File: config.mk
export PLATFORM = sky130hd
export DESIGN_NAME = sfsm_core
export DESIGN_NICKNAME = d
export VERILOG_FILES = /design/src/sfsm_pkg.sv /design/src/sfsm_core.sv
export VERILOG_INCLUDE_DIRS = /design/src /design/src/src
export SDC_FILE = /design/constraint.sdc
export NUM_CORES = 1
export LEC_CHECK = 0
export BUFFER_PORTS_ARGS = -buffer_cell sky130_fd_sc_hd__buf_2
export CAP_MARGIN = 20
export CORE_ASPECT_RATIO = 1.1
export CORE_MARGIN = 3
export CORE_UTILIZATION = 56
export DETAILED_ROUTE_END_ITERATION = 6
export PLACE_DENSITY = 0.84
export SKIP_CTS_REPAIR_TIMING = 1
export SYNTH_ARGS = -nofsm -noshare
export SYNTH_HDL_FRONTEND = slang
export SYNTH_SLANG_ARGS = --single-unit
export TNS_END_PERCENT = 50
File: constraint.sdc
create_clock -name clk -period 4.2 [get_ports clk]
set_clock_uncertainty 0.15 [all_clocks]
set_input_delay 0.84 -clock clk [delete_from_list [all_inputs] [get_ports clk]]
set_output_delay 0.84 -clock clk [all_outputs]
set_load 0.03 [all_outputs]
File: src/spi_flash_slave_model_defines.svh
// Assertion macros shared by the RTL files.
`ifndef SPI_FLASH_SLAVE_MODEL_DEFINES_SVH
`define SPI_FLASH_SLAVE_MODEL_DEFINES_SVH

`ifndef ASSERT_OFF
`define SFSM_ASSERT(lbl, ck, rs, prop) \
  lbl: assert property (@(posedge ck) disable iff (rs) (prop)) \
    else $error("assertion failed");
`define SFSM_ASSERT_NORST(lbl, ck, prop) \
  lbl: assert property (@(posedge ck) (prop)) \
    else $error("assertion failed");
`else
`define SFSM_ASSERT(lbl, ck, rs, prop)
`define SFSM_ASSERT_NORST(lbl, ck, prop)
`endif

`endif

File: src/sfsm_pkg.sv
`default_nettype none

package sfsm_pkg;

  typedef struct packed {
    logic select_n;
    logic sclk;
    logic mosi;
  } in_t;

  typedef struct packed {
    logic miso;
    logic write_enabled;
  } out_t;

  typedef enum logic [3:0] {
    PH_IDLE,
    PH_CMD,
    PH_ADDR1,
    PH_ADDR2,
    PH_ADDR3,
    PH_PROGRAM,
    PH_READ,
    PH_RESPOND,
    PH_DONE
  } phase_t;

  typedef enum logic [1:0] {
    EW_LOW_THEN_HIGH,
    EW_HIGH,
    EW_HIGH_THEN_LOW,
    EW_LOW
  } edge_wait_t;

  typedef enum logic [1:0] {
    ST_CLEAR,
    ST_READY,
    ST_ERASE
  } store_state_t;

  typedef struct packed {
    logic        wr_en;
    logic [23:0] wr_addr;
    logic [7:0]  wr_data;
    logic        rd_en;
    logic [23:0] rd_addr;
    logic        erase_start;
    logic [23:0] erase_first;
  } mem_req_t;

  localparam logic [7:0] CMD_PROGRAM = 8'h02;
  localparam logic [7:0] CMD_READ    = 8'h03;
  localparam logic [7:0] CMD_STATUS  = 8'h05;
  localparam logic [7:0] CMD_WREN    = 8'h06;
  localparam logic [7:0] CMD_ERASE   = 8'h20;
  localparam logic [7:0] CMD_ID      = 8'h90;

  localparam logic [0:0] CFG_ID_FIRST  = 1'b0;
  localparam logic [0:0] CFG_ID_SECOND = 1'b1;

  localparam logic [7:0] ID_FIRST_RESET  = 8'hAB;
  localparam logic [7:0] ID_SECOND_RESET = 8'hCD;

  localparam logic [7:0] BYTE_ONES  = 8'hFF;
  localparam logic [7:0] BYTE_ZERO  = 8'h00;
  localparam logic [3:0] BYTE_BITS  = 4'd8;

endpackage

`default_nettype wire

File: src/sfsm_core.sv
`default_nettype none
`include "spi_flash_slave_model_defines.svh"

module sfsm_core #(
  parameter int FLASH_BYTES  = 65536,
  parameter int SECTOR_BYTES = 4096
) (
  input  logic               clk,
  input  logic               rst,
  input  logic               take,
  input  sfsm_pkg::in_t      sample,
  input  logic [7:0]         id_first,
  input  logic [7:0]         id_second,
  input  logic [7:0]         rdata,
  output sfsm_pkg::mem_req_t req,
  output sfsm_pkg::out_t     result,
  output logic               fetch_pending
);
  import sfsm_pkg::*;

  localparam logic [24:0] FLASH_END = 25'(FLASH_BYTES);
  localparam logic [23:0] SECT_MASK = ~24'(SECTOR_BYTES - 1);

  phase_t     phase, phase_next;
  edge_wait_t edge_wait, edge_wait_next;
  logic [3:0]  bit_count, bit_count_next;
  logic [7:0]  command_byte, command_byte_next;
  logic [24:0] byte_address, byte_address_next;
  logic [7:0]  shift_byte, shift_byte_next;
  logic [1:0]  response_count, response_count_next;
  logic        write_latch, write_latch_next;
  logic        miso_level, miso_level_next;
  logic        fetch_pending_next;
  logic        fetch_oob, fetch_oob_next;

  edge_wait_t ew_rx, ew_tx;
  logic        rx_edge, tx_edge, rx_full, tx_full;
  logic [3:0]  cnt_rx, cnt_tx;
  logic [7:0]  shift_rx, shift_tx;
  logic        miso_tx;
  logic [24:0] addr_shifted;
  logic [23:0] sector_first;
  logic        addr_ok, shifted_ok, first_ok, live;
  logic        ev_prog, ev_fetch_addr, ev_fetch_read, ev_erase;

  always_comb begin : helpers
    rx_edge  = (edge_wait == EW_HIGH) && sample.sclk;
    tx_edge  = (edge_wait == EW_LOW) && !sample.sclk;
    ew_rx    = edge_wait;
    if (edge_wait == EW_LOW_THEN_HIGH && !sample.sclk) begin
      ew_rx = EW_HIGH;
    end else if (rx_edge) begin
      ew_rx = EW_LOW_THEN_HIGH;
    end
    ew_tx = edge_wait;
    if (edge_wait == EW_HIGH_THEN_LOW && sample.sclk) begin
      ew_tx = EW_LOW;
    end else if (tx_edge) begin
      ew_tx = EW_HIGH_THEN_LOW;
    end
    cnt_rx   = rx_edge ? bit_count + 4'd1 : bit_count;
    cnt_tx   = tx_edge ? bit_count + 4'd1 : bit_count;
    rx_full  = (cnt_rx == BYTE_BITS);
    tx_full  = (cnt_tx == BYTE_BITS);
    shift_rx = rx_edge ? {shift_byte[6:0], sample.mosi} : shift_byte;
    shift_tx = tx_edge ? {shift_byte[6:0], 1'b0} : shift_byte;
    miso_tx  = tx_edge ? shift_byte[7] : miso_level;

    addr_shifted = {1'b0, byte_address[15:0], shift_rx};
    sector_first = addr_shifted[23:0] & SECT_MASK;
    addr_ok      = byte_address < FLASH_END;
    shifted_ok   = addr_shifted < FLASH_END;
    first_ok     = {1'b0, sector_first} < FLASH_END;

    live          = take && !sample.select_n;
    ev_prog       = live && phase == PH_PROGRAM && rx_full && addr_ok;
    ev_fetch_addr = live && phase == PH_ADDR3 && rx_full && command_byte == CMD_READ;
    ev_fetch_read = live && phase == PH_READ && tx_full;
    ev_erase      = live && phase == PH_ADDR3 && rx_full && command_byte == CMD_ERASE
                    && first_ok;
  end

  always_comb begin : next_state
    phase_next          = phase;
    edge_wait_next      = edge_wait;
    bit_count_next      = bit_count;
    command_byte_next   = command_byte;
    byte_address_next   = byte_address;
    shift_byte_next     = shift_byte;
    response_count_next = response_count;
    write_latch_next    = write_latch;
    miso_level_next     = miso_level;
    fetch_pending_next  = fetch_pending;
    fetch_oob_next      = fetch_oob;

    if (fetch_pending) begin
      shift_byte_next    = fetch_oob ? BYTE_ONES : rdata;
      fetch_pending_next = 1'b0;
    end else if (take) begin
      if (sample.select_n) begin
        phase_next          = PH_IDLE;
        command_byte_next   = '0;
        byte_address_next   = '0;
        shift_byte_next     = '0;
        bit_count_next      = '0;
        response_count_next = '0;
      end else begin
        unique case (phase)
          PH_IDLE: begin
            phase_next      = PH_CMD;
            edge_wait_next  = sample.sclk ? EW_LOW_THEN_HIGH : EW_HIGH;
            bit_count_next  = '0;
            shift_byte_next = '0;
          end
          PH_CMD: begin
            edge_wait_next  = ew_rx;
            bit_count_next  = cnt_rx;
            shift_byte_next = shift_rx;
            if (rx_full) begin
              command_byte_next = shift_rx;
              unique case (shift_rx) inside
                CMD_PROGRAM, CMD_READ, CMD_ERASE, CMD_ID: begin
                  phase_next      = PH_ADDR1;
                  bit_count_next  = '0;
                  shift_byte_next = '0;
                  edge_wait_next  = EW_LOW_THEN_HIGH;
                end
                CMD_STATUS: begin
                  response_count_next = '0;
                  phase_next          = PH_RESPOND;
                  shift_byte_next     = {6'b0, write_latch, 1'b0};
                  bit_count_next      = '0;
                  edge_wait_next      = EW_LOW;
                end
                CMD_WREN: begin
                  write_latch_next = 1'b1;
                  phase_next       = PH_DONE;
                end
                default: begin
                  phase_next = PH_DONE;
                end
              endcase
            end
          end
          PH_ADDR1, PH_ADDR2, PH_ADDR3: begin
            edge_wait_next  = ew_rx;
            bit_count_next  = cnt_rx;
            shift_byte_next = shift_rx;
            if (rx_full) begin
              byte_address_next = addr_shifted;
              if (phase == PH_ADDR3) begin
                unique case (command_byte) inside
                  CMD_PROGRAM: begin
                    phase_next      = PH_PROGRAM;
                    bit_count_next  = '0;
                    shift_byte_next = '0;
                    edge_wait_next  = EW_LOW_THEN_HIGH;
                  end
                  CMD_READ: begin
                    phase_next         = PH_READ;
                    bit_count_next     = '0;
                    edge_wait_next     = EW_LOW;
                    fetch_pending_next = 1'b1;
                    fetch_oob_next     = !shifted_ok;
                    if (shifted_ok) begin
                      byte_address_next = addr_shifted + 25'd1;
                    end
                  end
                  CMD_ID: begin
                    response_count_next = '0;
                    phase_next          = PH_RESPOND;
                    shift_byte_next     = id_first;
                    bit_count_next      = '0;
                    edge_wait_next      = EW_LOW;
                  end
                  default: begin
                    phase_next = PH_DONE;
                  end
                endcase
              end else begin
                phase_next      = (phase == PH_ADDR1) ? PH_ADDR2 : PH_ADDR3;
                bit_count_next  = '0;
                shift_byte_next = '0;
                edge_wait_next  = EW_LOW_THEN_HIGH;
              end
            end
          end
          PH_PROGRAM: begin
            edge_wait_next  = ew_rx;
            bit_count_next  = cnt_rx;
            shift_byte_next = shift_rx;
            if (rx_full) begin
              if (addr_ok) begin
                byte_address_next = byte_address + 25'd1;
              end
              bit_count_next  = '0;
              shift_byte_next = '0;
            end
          end
          PH_READ: begin
            edge_wait_next  = ew_tx;
            bit_count_next  = cnt_tx;
            shift_byte_next = shift_tx;
            miso_level_next = miso_tx;
            if (tx_full) begin
              bit_count_next     = '0;
              fetch_pending_next = 1'b1;
              fetch_oob_next     = !addr_ok;
              if (addr_ok) begin
                byte_address_next = byte_address + 25'd1;
              end
            end
          end
          PH_RESPOND: begin
            edge_wait_next  = ew_tx;
            bit_count_next  = cnt_tx;
            shift_byte_next = shift_tx;
            miso_level_next = miso_tx;
            if (tx_full) begin
              response_count_next = response_count + 2'd1;
              if (command_byte == CMD_ID && response_count + 2'd1 == 2'd1) begin
                shift_byte_next = id_second;
                bit_count_next  = '0;
              end else begin
                phase_next = PH_DONE;
              end
            end
          end
          default: begin
            phase_next = phase;
          end
        endcase
      end
    end
  end

  always_comb begin : outputs
    req.wr_en       = ev_prog;
    req.wr_addr     = byte_address[23:0];
    req.wr_data     = shift_rx;
    req.rd_en       = (ev_fetch_addr && shifted_ok) || (ev_fetch_read && addr_ok);
    req.rd_addr     = ev_fetch_addr ? addr_shifted[23:0] : byte_address[23:0];
    req.erase_start = ev_erase;
    req.erase_first = sector_first;
    result.miso          = miso_level_next;
    result.write_enabled = write_latch_next;
  end

  always_ff @(posedge clk) begin
    if (rst) begin
      phase          <= PH_IDLE;
      edge_wait      <= EW_HIGH;
      bit_count      <= '0;
      command_byte   <= '0;
      byte_address   <= '0;
      shift_byte     <= '0;
      response_count <= '0;
      write_latch    <= 1'b0;
      miso_level     <= 1'b0;
      fetch_pending  <= 1'b0;
      fetch_oob      <= 1'b0;
    end else begin
      phase          <= phase_next;
      edge_wait      <= edge_wait_next;
      bit_count      <= bit_count_next;
      command_byte   <= command_byte_next;
      byte_address   <= byte_address_next;
      shift_byte     <= shift_byte_next;
      response_count <= response_count_next;
      write_latch    <= write_latch_next;
      miso_level     <= miso_level_next;
      fetch_pending  <= fetch_pending_next;
      fetch_oob      <= fetch_oob_next;
    end
  end

  `SFSM_ASSERT(a_fetch_interlock, clk, rst, fetch_pending |-> !take)
  `SFSM_ASSERT(a_tx_edge_wait, clk, rst, (phase == PH_READ || phase == PH_RESPOND) |-> (edge_wait == EW_LOW || edge_wait == EW_HIGH_THEN_LOW))

endmodule

`default_nettype wire

---- Word level (Yosys, flattened, before mapping) ----
Cells that the tools add are included.
operators by class
  bitwise operators ....................... 3
  mux-type cells .......................... 91
  reduce and logical (&&, ||, !) cells .... 50
  equality and inequality tests ........... 37
  $lt $le $gt $ge ......................... 3
  add/subtract/negate cells ............... 4
operators by type and width
  cell                   number
  $mux 25                8
  $mux 8                 15
  $pmux 25 s3            1
  $mux 4                 18
  $lt 24x17->1 const B   2
  $pmux 8 s6             1
  $eq 8x2->1 const B     4
  $pmux 8 s2             2
  $mux 2                 14
  $ne 3x3->1 const B     9
  $add 24x1->25 const B  1
  $add 25x1->25 const B  1
  $lt 25x17->1 const B   1
  $mux 24                1
  $pmux 4 s6             1
  $mux 1                 20
  $logic_and 1x1->1      18
  $eq 4x3->1 const B     4
  $eq 8x3->1 const B     2
  $eq 8x6->1 const B     2
  $eq 8x8->1 const B     2
  $pmux 4 s4             1
  $pmux 4 s3             1
  $pmux 2 s5             1
  36 further kinds       58
word-level totals
  register bits ........................... 57
  bits of input ports ..................... 30

---- Logic depth before layout (Yosys ltp) ----
Gate-level depths: netlist of the first run.
  word-level depth ........................ 11
  depth in mapped cells ................... 13
  depth with buffers taken out ............ 11

---- Worst setup path after synthesis of the first run ----
Ideal clock, no wire load.
  path type ............................... input to output
  start point ............................. input sample[1] (netlist bit)
  end point ............................... output req[27] (netlist bit)
  arrival time ............................ 2.932 ns
  slack ................................... 0.278 ns
  cell stages on the path ................. 7
  cells stage by stage .................... nand3b_1 -> mux2i_1 -> or3_1 -> or2_1 -> clkbuf_1 -> clkbuf_1 -> o21ai_0
RTL lines
  what             line             text
  start, declared  sfsm_core.sv:11  input sfsm_pkg::in_t sample,
  end, declared    sfsm_core.sv:15  output sfsm_pkg::mem_req_t req,

==> results of run 1 <==
## flip-flops by register name (all words and copies together) (netlist names)
register and cells:
bit_count 4, response_count 2, command_byte 8, byte_address 25
edge_wait 2, shift_byte 8, miso_level 1, fetch_oob 1
phase 4, fetch_pending 1, write_latch 1
## path summary, 6_finish.rpt
kind | startpoint | end | slack (ns)
worst max-delay path | sample[1] | req[42] | 0.31
worst min-delay path | byte_address[24] | byte_address[24] | 0.33
worst min register to register | byte_address[24] | byte_address[24] | 0.33
worst max register to register | edge_wait[1] | shift_byte[4] | 0.86
## worst max-delay path, cell delays in order
cell	delay, ns
buf_2	0.18
nand3b_1	0.25
mux2i_1	0.25
or3_1	0.47
or2_1	0.29
buf_4	0.23
o21ai_0	0.17
buf_2	0.22
## report_power, final
part / switching, mW / internal (mW)
combinational: 0.0816 / 0.0346
sequential: 0.00191 / 0.542
clock: 0.230 / 0.302
## routing by layer
metal | global-route usage [%] | part of all wire, % | vias up
li1 | - | - | 2854
met1 | 40.1 | 41 | 2802
met2 | 53.9 | 47 | 344
met3 | 3.52 | 7.8 | 53
met4 | 15.6 | 4.1 | 0
met5 | 0 | 0 | -
## per-stage QoR
stage	cells	total power, mW	hold WS, ns	worst slack [ns]	instance area (sq um)
final	937	1.19	0.325	0.305	5950
after global placement	922	0.667	0.293	0.440	5760
after detailed placement	922	0.669	0.302	0.340	5760
after global routing	937	1.23	0.348	0.0461	5950
after floorplan	789	0.638	0.281	0.278	5580
after CTS	937	1.19	0.322	0.338	5950
## cells by family after synthesis
logic type	Yosys count	share of synthesized area, %
and+or+nand+nor	346	32.8
AOI/OAI and AO/OA	205	25.8
buffers and inverters	127	12.9
DFF	57	20.6
xor gates and xnor gates	18	2.85
muxes	17	3.32
adders and majority gates	7	1.58
other	1	0.0678
## placed cells by master (no fill, tap or decap), drive strengths merged, types with 10 or more instances in the layout
master  count
and3       10
mux2       11
a311oi     10
a22oi      13
nor4       11
a21oi      26
inv        18
nor3b      10
buf       124
nand4      12
nor3       20
nor2       56
conb       12
nand3      23
xor2       10
o21ai      63
nand2     135
and2       10
clkbuf     12
dfxtp      57
## final cells by class
class                           count  area, sq um  area share [%]
Clock buffer                       12          155            2.61
Sequential cell                    57         1140            19.2
Inverter                           19         71.3            1.20
Multi-Input combinational cell    605         3730            62.6
Timing Repair Buffer              124          673            11.3
Clock inverter                      3         40.0           0.673
Tap cell                          117          146            2.46
## synth_stat cells (9+ instances only)
| library cell | count |
|---|---|
| buf_2 | 16 |
| nor4_1 | 9 |
| o21ai_0 | 53 |
| buf_4 | 53 |
| and3_1 | 10 |
| mux2_2 | 11 |
| nor2_1 | 56 |
| a311oi_1 | 10 |
| a221oi_1 | 9 |
| dfxtp_1 | 57 |
| nand3_1 | 23 |
| a31oi_1 | 9 |
| a22oi_1 | 13 |
| clkbuf_1 | 31 |
| xor2_1 | 10 |
| and2_1 | 10 |
| nand2_1 | 135 |
| nor3_1 | 19 |
| o21ai_1 | 10 |
| inv_1 | 18 |
| a21oi_1 | 26 |
| nand4_1 | 12 |
==> results by group, run 1 <==
Route
  • 1st-pass router iterations: 6
  • WL/cell: 19.2 um
  • Vias per cell: 6.46
  • Remaining DRCs: 0
  • Final WL: 18.0 mm
  • DRT antenna net count: 0
  • Via Count: 6053
  • Detailed Route Iter0 Violations: 466

Yosys
  • Register area share after synthesis: 20.6%
  • Mapped Area: 0.00553 sq mm
  • Synth top area share: 20.6%
  • Yosys warns: 0
  • Synth area leader: dfxtp_1
  • #FFs+latches synth: 57
  • Synth cell types: 86
  • Top cells by area, synth: dfxtp_1 (21%), nand2_1 (9.2%), buf_4 (7.2%), o21ai_0 (4.8%), nor2_1 (3.8%)
  • EDFF count, synth: 0
  • Main synth FF type: dfxtp_1
  • Ys async rst share: 0%
  • Cells after Synth: 778
  • Avg Cell Area, Syn: 7.11 sq um

Timing
  • Max-Slew Margin vs Limit: 40.4%
  • Period minus WS final: 3.89 ns
  • Final setup TNS: 0 ns
  • Endpoints failing setup: 0
  • RSZ-0062 raised after global routing: false
  • Final cycle utilization of the critical path: 92.7%
  • Max-slew violation count: 0
  • Hold Violations, Final: 0
  • Max Clk Rate: ~260 MHz
  • Least-Margin Pin Slew: between 0.8 and 0.9 ns

GRT
  • Vias in the first global route: 5531
  • Largest net degree at the start of global routing: 40
  • Gr ovfl total: 0
  • Global-route wire length before repair: between 20 and 30 mm
  • GRT Resource Usage Total: 31.8%
  • Initial antenna violation count: 0

Die
  • Initial core utilization: between 50% and 60%
  • Ports: 116
  • Core box area: between 0.009 and 0.01 sq mm
  • Die width: 101 um
  • Row count: 37
  • Chip height: 110 um
  • Die Outline Area: 0.0111 sq mm

Clock network
  • Clk Latency, worst-skew pair: between 0.3 and 0.4 ns
  • H-tree levels: 3
  • CTS tree: yes
  • Buffer depth of the longest clock path: 2
  • CTS sink count: 57
  • Clock transition at the registers of the reported paths: 0.06 ns
  • Clk root buf: clkbuf_8
  • CTS buffer count: 9

Critical path
  • Setup crit start kind: input port
  • Critical path endpoint category: primary output
  • CP Data Required Time: 3.21 ns
  • Critical path class: in2out
  • Worst path arrival time: 2.90 ns
  • Reg2reg path depth: 11
  • Crit Path Max Fanout: 24

Run status
  • Outcome: complete, no violations

Final layout
  • Syn-to-layout area delta: 7.57%
  • Finished Core Util: 62.7%
  • Filler cells: 877
  • Diode count: 0
  • Nets: 853
  • Share of cells above drive strength 1: 21.0%

Placement
  • Final GP Congestion: about 1
  • Hpwl dp: 13.5 mm
  • Buffers on Ports: approximately 100

Pwr
  • Pleak: roughly 2.4 nW
  • PwrDens: 200 mW/mm^2
  • VDD IR max: 133 uV

Hold path
  • Hold Path Class: reg2reg
  • Cell depth of the worst hold path: 1

Flow run
  • MaxCap Viol Count: 0
(Power assumes the default switching activity.)
==> run 2: changes to the inputs <==
--- a/config.mk
+++ b/config.mk
@@ -10,9 +10,10 @@
 export CAP_MARGIN = 20
 export CORE_ASPECT_RATIO = 1.1
 export CORE_MARGIN = 3
-export CORE_UTILIZATION = 56
+export CORE_UTILIZATION = 35
 export DETAILED_ROUTE_END_ITERATION = 6
-export PLACE_DENSITY = 0.84
+export PLACE_DENSITY = 0.58
+export REMOVE_ABC_BUFFERS = 1
 export SKIP_CTS_REPAIR_TIMING = 1
 export SYNTH_ARGS = -nofsm -noshare
 export SYNTH_HDL_FRONTEND = slang
==> run 2 against run 1 <==
Against the previous run:
- fmax fell by 0.81%
- hold slack got worse by 0.0072 ns
- sequential power barely moved
- largest power group is now clock
- register-to-register slack barely moved
==> results by group, run 2 (same netlist as run 1, synthesis figures left out) <==
Run status
  • Outcome: complete, no violations

Critical path
  • Worst path arrival time: 2.94 ns (+0.04 ns)
  • Crit-path cells: buf_2, nand3b_1, mux2i_1, or3_1, or2_1, buf_4, o21ai_0, buf_2
  • Setup crit start kind: input port
  • CP dominant cell by count: buf_2
  • Crit Path Max Fanout: 24 (unchanged)
  • R2R Setup Slk: 0.87 ns (about the same)
  • Slowest cell delay on critical path: 0.48 ns (about the same)
  • Slowest CP cell: or3_1
  • CP Data Required Time: 3.21 ns (about the same)
  • Buf/Inv on CP: 3 (unchanged)
  • Critical path endpoint category: primary output
  • Delay-heaviest family, CP: simple AND/OR/NAND/NOR gates
  • Critical path class: in2out

Final layout
  • Nets: 862 (+1.1%)
  • Most frequent cells in the layout: nand2_1 (135), buf_2 (103), dfxtp_1 (57), nor2_1 (55), o21ai_0 (53)
  • Most flops, register: byte_address
  • Share of cells above drive strength 1: 22.2% (+1.2 points)
  • Diode count: 0 (unchanged)
  • Largest regs: byte_address (25), command_byte (8), shift_byte (8)
  • Post-route insts no fill: 1026 (+9.5%)
  • Syn-to-layout area delta: 12.7%
  • Most common cell after layout, fill and taps aside: nand2_1
  • Max FFs per register: 25 (unchanged)

Clock network
  • Clk root buf: clkbuf_16
  • CTS sink count: 57 (unchanged)
  • Buffer depth of the longest clock path: 2 (unchanged)
  • Clk Latency, worst-skew pair: 0.35 ns (about the same)
  • Clock transition at the registers of the reported paths: 0.05 ns (about the same)
  • CTS tree: yes
  • H-tree levels: 3 (unchanged)
  • CTS buffer count: 9 (unchanged)

Die
  • Die Outline Area: 0.0174 sq mm (+56%)
  • Ports: 116 (unchanged)
  • Chip height: 138 um (+25%)
  • Core box area: 0.0153 sq mm (+61%)
  • Initial core utilization: 36.2% (-22 points)
  • Die width: 126 um (+25%)
  • Row count: 47 (+27%)

Route
  • Vias per cell: 5.79 (-10%)
  • 1st-pass router iterations: 5 (-1)
  • Remaining DRCs: 0 (unchanged)
  • Metal1 wirelength: 8.37 mm (+12%)
  • Metal3 WL: 1.22 mm (-13%)
  • Final WL: 19.7 mm (+9.0%)
  • Detailed Route Iter0 Violations: 524 (+12%)
  • Metal2 WL: 9.29 mm (+10%)
  • Highest metal used: met4
  • WL/cell: 19.2 um (-0.44%)
  • DRT antenna net count: 0 (unchanged)
  • Via Count: 5939 (-1.9%)

Flow run
  • MaxCap Viol Count: 0 (unchanged)

Pwr
  • Total design power: 1.45 mW (+22%)
  • Pleak: 2.55 nW (+4.2%)
  • Sw frac: 24.8% (-1.5 points)
  • VDD IR max: 149 uV (+12%)
  • Internal: 1.09 mW (+24%)
  • Comb pwr share: 8.3% (-1.5 points)
  • Net Sw Power: 0.361 mW (+15%)
  • Seq pwr share: 37.5% (-8.1 points)
  • PwrDens: 233 mW/mm^2 (+16%)
  • Clk pwr share: 54.2% (+9.6 points)

GRT
  • Global-route wire length before repair: 30.6 mm (+8.7%)
  • GRT Resource Usage Total: 22.4% (-9.4 points)
  • Gr ovfl total: 0 (unchanged)
  • Vias in the first global route: 5537 (+0.11%)
  • Initial antenna violation count: 0 (unchanged)
  • Largest net degree at the start of global routing: 33 (-18%)

Timing
  • Endpoints failing setup: 0 (unchanged)
  • Max Clk Rate: 255 MHz (-0.81%)
  • Period minus WS final: 3.93 ns (+0.0319 ns)
  • Setup ws final: 0.273 ns (-0.0319 ns)
  • Hold Violations, Final: 0 (unchanged)
  • Least-Margin Pin Slew: 0.839 ns (-0.0426 ns)
  • Max-Slew Margin vs Limit: 43.3% (+2.9 points)
  • Max-slew violation count: 0 (unchanged)
  • Final cycle utilization of the critical path: 93.5% (+0.76 points)
  • Final setup TNS: 0 ns (unchanged)
  • RSZ-0062 raised after global routing: false
  • Hold slack: 0.318 ns (-0.00718 ns)

Hold path
  • Hold Path Class: reg2reg

Placement
  • Final GP Congestion: 0.927 (-8.3%)
  • Pre-CTS setup slack: 0.299 ns (-0.0407 ns)
  • Buffers on Ports: 103 (unchanged)
  • Hpwl dp: 14.7 mm (+8.9%)
  • Placed insts: 1010 (+9.5%)
[run 2: cell count changes in the layout (fill, tap and decap cells not counted), moves of 3 or more]
cell / delta
buf_4: +9
clkbuf_16: +9
clkbuf_8: -11
clkinv_2: +3
[run 2: final cells by class]
class	instances	area [sq um]
Clock buffer	9	225
Clock inverter	7	85.1
Fill cell	1652	9050
Inverter	19	71.3
Multi-Input combinational cell	605	3730
Sequential cell	57	1140
Tap cell	196	245
Timing Repair Buffer	133	741
[run 2: metal layers]
metal / track usage (%) / vias up
met2: 38.1 / 235
met1: 27.6 / 2775
met4: 10.2 / 0
li1: - / 2888
met5: 0 / -
met3: 4.35 / 41
[run 2: worst register-to-register path: cells and delay by family (launching register included)]
family / cells / cell delay, ns
fa+ha+maj: 1 / 0.26
flops: 1 / 0.55
simple gates: 5 / 1.34
compound gates: 4 / 0.78
buf+inv: 1 / 0.16
[run 2: power groups by stage]
stage / Sequential [mW] / Combinational [mW] / Clock, mW
6_report: 0.544 / 0.120 / 0.788
5_1_grt: 0.544 / 0.129 / 0.836
4_1_cts: 0.544 / 0.118 / 0.797
3_5_place_dp: 0.556 / 0.118 / 0
3_3_place_gp: 0.556 / 0.118 / 0
2_1_floorplan: 0.557 / 0.0622 / 0
[run 2: metrics by stage]
stage	util (%)	instance area, sq um
after CTS	40.8	6240
after global routing	40.8	6240
after floorplan	-	4930
after detailed placement	38.8	5930
after global placement	38.8	5930
final	40.8	6240
[run 2: final timing paths]
kind                                       start                to  cells after the start
worst max-delay path                   sample[1]           req[43]                      8
worst min-delay path            byte_address[24]  byte_address[24]                      1
worst max register to register      edge_wait[1]     shift_byte[2]                     11
worst min register to register  byte_address[24]  byte_address[24]                      1
==> run 3: changes to the inputs <==
--- a/config.mk
+++ b/config.mk
@@ -10,9 +10,10 @@
 export CAP_MARGIN = 20
 export CORE_ASPECT_RATIO = 1.1
 export CORE_MARGIN = 3
-export CORE_UTILIZATION = 35
+export CORE_UTILIZATION = 56
 export DETAILED_ROUTE_END_ITERATION = 6
-export PLACE_DENSITY = 0.58
+export GPL_ROUTABILITY_DRIVEN = 0
+export PLACE_DENSITY = 0.84
 export REMOVE_ABC_BUFFERS = 1
 export SKIP_CTS_REPAIR_TIMING = 1
 export SYNTH_ARGS = -nofsm -noshare
==> run 3 against run 2 <==
Against the previous run:
- flip-flop and latch count unchanged
- combinational power about the same
- utilization increased by 22 points
- global-route usage increased by 10 points
- highest routed layer unchanged
==> results by group, run 3 (same netlist as run 1, synthesis figures left out) <==
Final layout
  • Area taken by multi-input logic gates: 0.00373 sq mm (about the same)
  • Most frequent cells in the layout: nand2_1 (135), buf_2 (103), dfxtp_1 (57), nor2_1 (56), o21ai_0 (53)
  • Max FFs per register: 25 (unchanged)
  • Finished Core Util: 62.4% (+22 points)
  • Nets: 852 (-1.2%)
  • Share of cells above drive strength 1: 21.1% (-1.1 points)
  • Post-route design area: 0.00592 sq mm (-5.1%)
  • Most common cell after layout, fill and taps aside: nand2_1
  • Most flops, register: byte_address
  • Register Area: 0.00114 sq mm (unchanged)
  • Syn-to-layout area delta: 6.99%
  • Diode count: 0 (unchanged)
  • Filler cells: 849 (-49%)
  • Largest regs: byte_address (25), command_byte (8), shift_byte (8)

Timing
  • Max Clk Rate: 253 MHz (-0.76%)
  • Least-Margin Pin Slew: 1.08 ns (+0.237 ns)
  • Endpoints failing setup: 0 (unchanged)
  • Final setup TNS: 0 ns (unchanged)
  • Max-slew violation count: 0 (unchanged)
  • RSZ-0062 raised after global routing: false
  • Max-Slew Margin vs Limit: 27.7% (-16 points)
  • Hold Violations, Final: 0 (unchanged)
  • Period minus WS final: 3.96 ns (+0.0300 ns)
  • Final cycle utilization of the critical path: 94.2% (+0.71 points)

Clock network
  • H-tree levels: 3 (unchanged)
  • CTS buffer count: 9 (unchanged)
  • Buffer depth of the longest clock path: 2 (unchanged)
  • Clk Latency, worst-skew pair: 0.36 ns (about the same)
  • Clock transition at the registers of the reported paths: 0.07 ns (+0.02 ns)
  • CTS tree: yes
  • Clk root buf: clkbuf_8
  • CTS sink count: 57 (unchanged)

GRT
  • Gr ovfl total: 0 (unchanged)
  • Global-route wire length before repair: 29.1 mm (-4.8%)
  • Vias in the first global route: 5856 (+5.8%)
  • Largest net degree at the start of global routing: 33 (unchanged)
  • Initial antenna violation count: 0 (unchanged)
  • GRT Resource Usage Total: 32.8% (+10 points)

Flow run
  • MaxCap Viol Count: 0 (unchanged)

Critical path
  • Crit-path cells: buf_2, nand3b_1, buf_4, a311oi_1, or3_1, or2_1, buf_4, o21ai_0, buf_2
  • Reg2reg end: shift_byte[7]
  • Buf/Inv on CP: 4 (+1)
  • R2R Setup Slk: 0.85 ns (-0.02 ns)
  • Delay-heaviest family, CP: simple AND/OR/NAND/NOR gates
  • Critical path class: in2out
  • Crit Path Max Fanout: 24 (unchanged)
  • Setup crit start kind: input port
  • Slowest CP cell: or3_1
  • CP Data Required Time: 3.21 ns (about the same)
  • Reg2reg path depth: 11 (unchanged)
  • R2R Path Start: edge_wait[1]
  • Worst path arrival time: 2.97 ns (+0.03 ns)
  • Slowest cell delay on critical path: 0.44 ns (-0.04 ns)
  • Critical path endpoint category: primary output

Hold path
  • Cell depth of the worst hold path: 1 (unchanged)
  • Hold path startpoint: byte_address[24]
  • Hold endpoint: byte_address[24]
  • Hold Path Class: reg2reg

Run status
  • Outcome: complete, no violations

Die
  • Row count: 37 (-21%)
  • Ports: 116 (unchanged)
  • Die Outline Area: 0.0111 sq mm (-36%)
  • Initial core utilization: 58.3% (+22 points)
  • Die width: 101 um (-20%)
  • Core box area: 0.00949 sq mm (-38%)
  • Chip height: 110 um (-20%)

Route
  • Final WL: 18.6 mm (-5.5%)
  • WL/cell: 19.8 um (+3.5%)
  • Detailed Route Iter0 Violations: 787 (+50%)
  • DRT antenna net count: 0 (unchanged)
  • 1st-pass router iterations: 6 (+1)
  • Via Count: 6426 (+8.2%)
  • Vias per cell: 6.86 (+18%)
  • Remaining DRCs: 0 (unchanged)

Placement
  • Buffers on Ports: 103 (unchanged)
  • Placement Cell Area: 0.00575 sq mm (-3.0%)
  • Hpwl dp: 13.3 mm (-9.2%)

Pwr
  • PwrDens: 192 mW/mm^2 (-17%)
  • VDD IR max: 169 uV (+13%)
  • Pleak: 2.42 nW (-5.1%)
  • Total design power: 1.14 mW (-22%)
==> run 3: how the worst max path moves through the flow <==
| stage | slack [ns] | start | cells after the start | to |
|---|---|---|---|---|
| after detailed placement | 0.31 | sample[1] | 9 | req[28] |
| after global routing | 0.12 | bit_count[3] | 7 | req[28] |
| after CTS | 0.29 | sample[1] | 9 | req[28] |
| final | 0.24 | sample[1] | 9 | req[28] |
| after global placement | 0.39 | sample[1] | 9 | req[28] |
| after floorplan | -0.01 | sample[1] | 6 | req[30] |
==> run 3: metal layers <==
layer,GRT usage [%],wire length (um)
met2,52.6,8330
met1,40.9,6690
met3,5.16,2460
met4,20.8,1090
met5,0,0
==> run 3: area by class of cell <==
type	instances	area share [%]
timing repair buffer	123	11.2
tap	117	2.47
clock inverter	7	0.782
inverter	19	1.20
clock buffer	9	2.09
sequential	57	19.3
multi-input combinational	605	62.9
==> run 3: power breakdown <==
group	switching [mW]	total (mW)	internal [mW]
logic	0.0849	0.121	0.0363
clock network	0.263	0.475	0.212
registers	0.00187	0.543	0.541
==> run 3: per-stage QoR <==
stage | setup slack (ns) | cells | hold slack (ns)
floorplan | -0.0127 | 681 | 0.281
finish | 0.243 | 937 | 0.319
detailed placement | 0.307 | 921 | 0.301
global route | 0.118 | 937 | 0.355
CTS | 0.287 | 937 | 0.324
global placement | 0.389 | 921 | 0.296
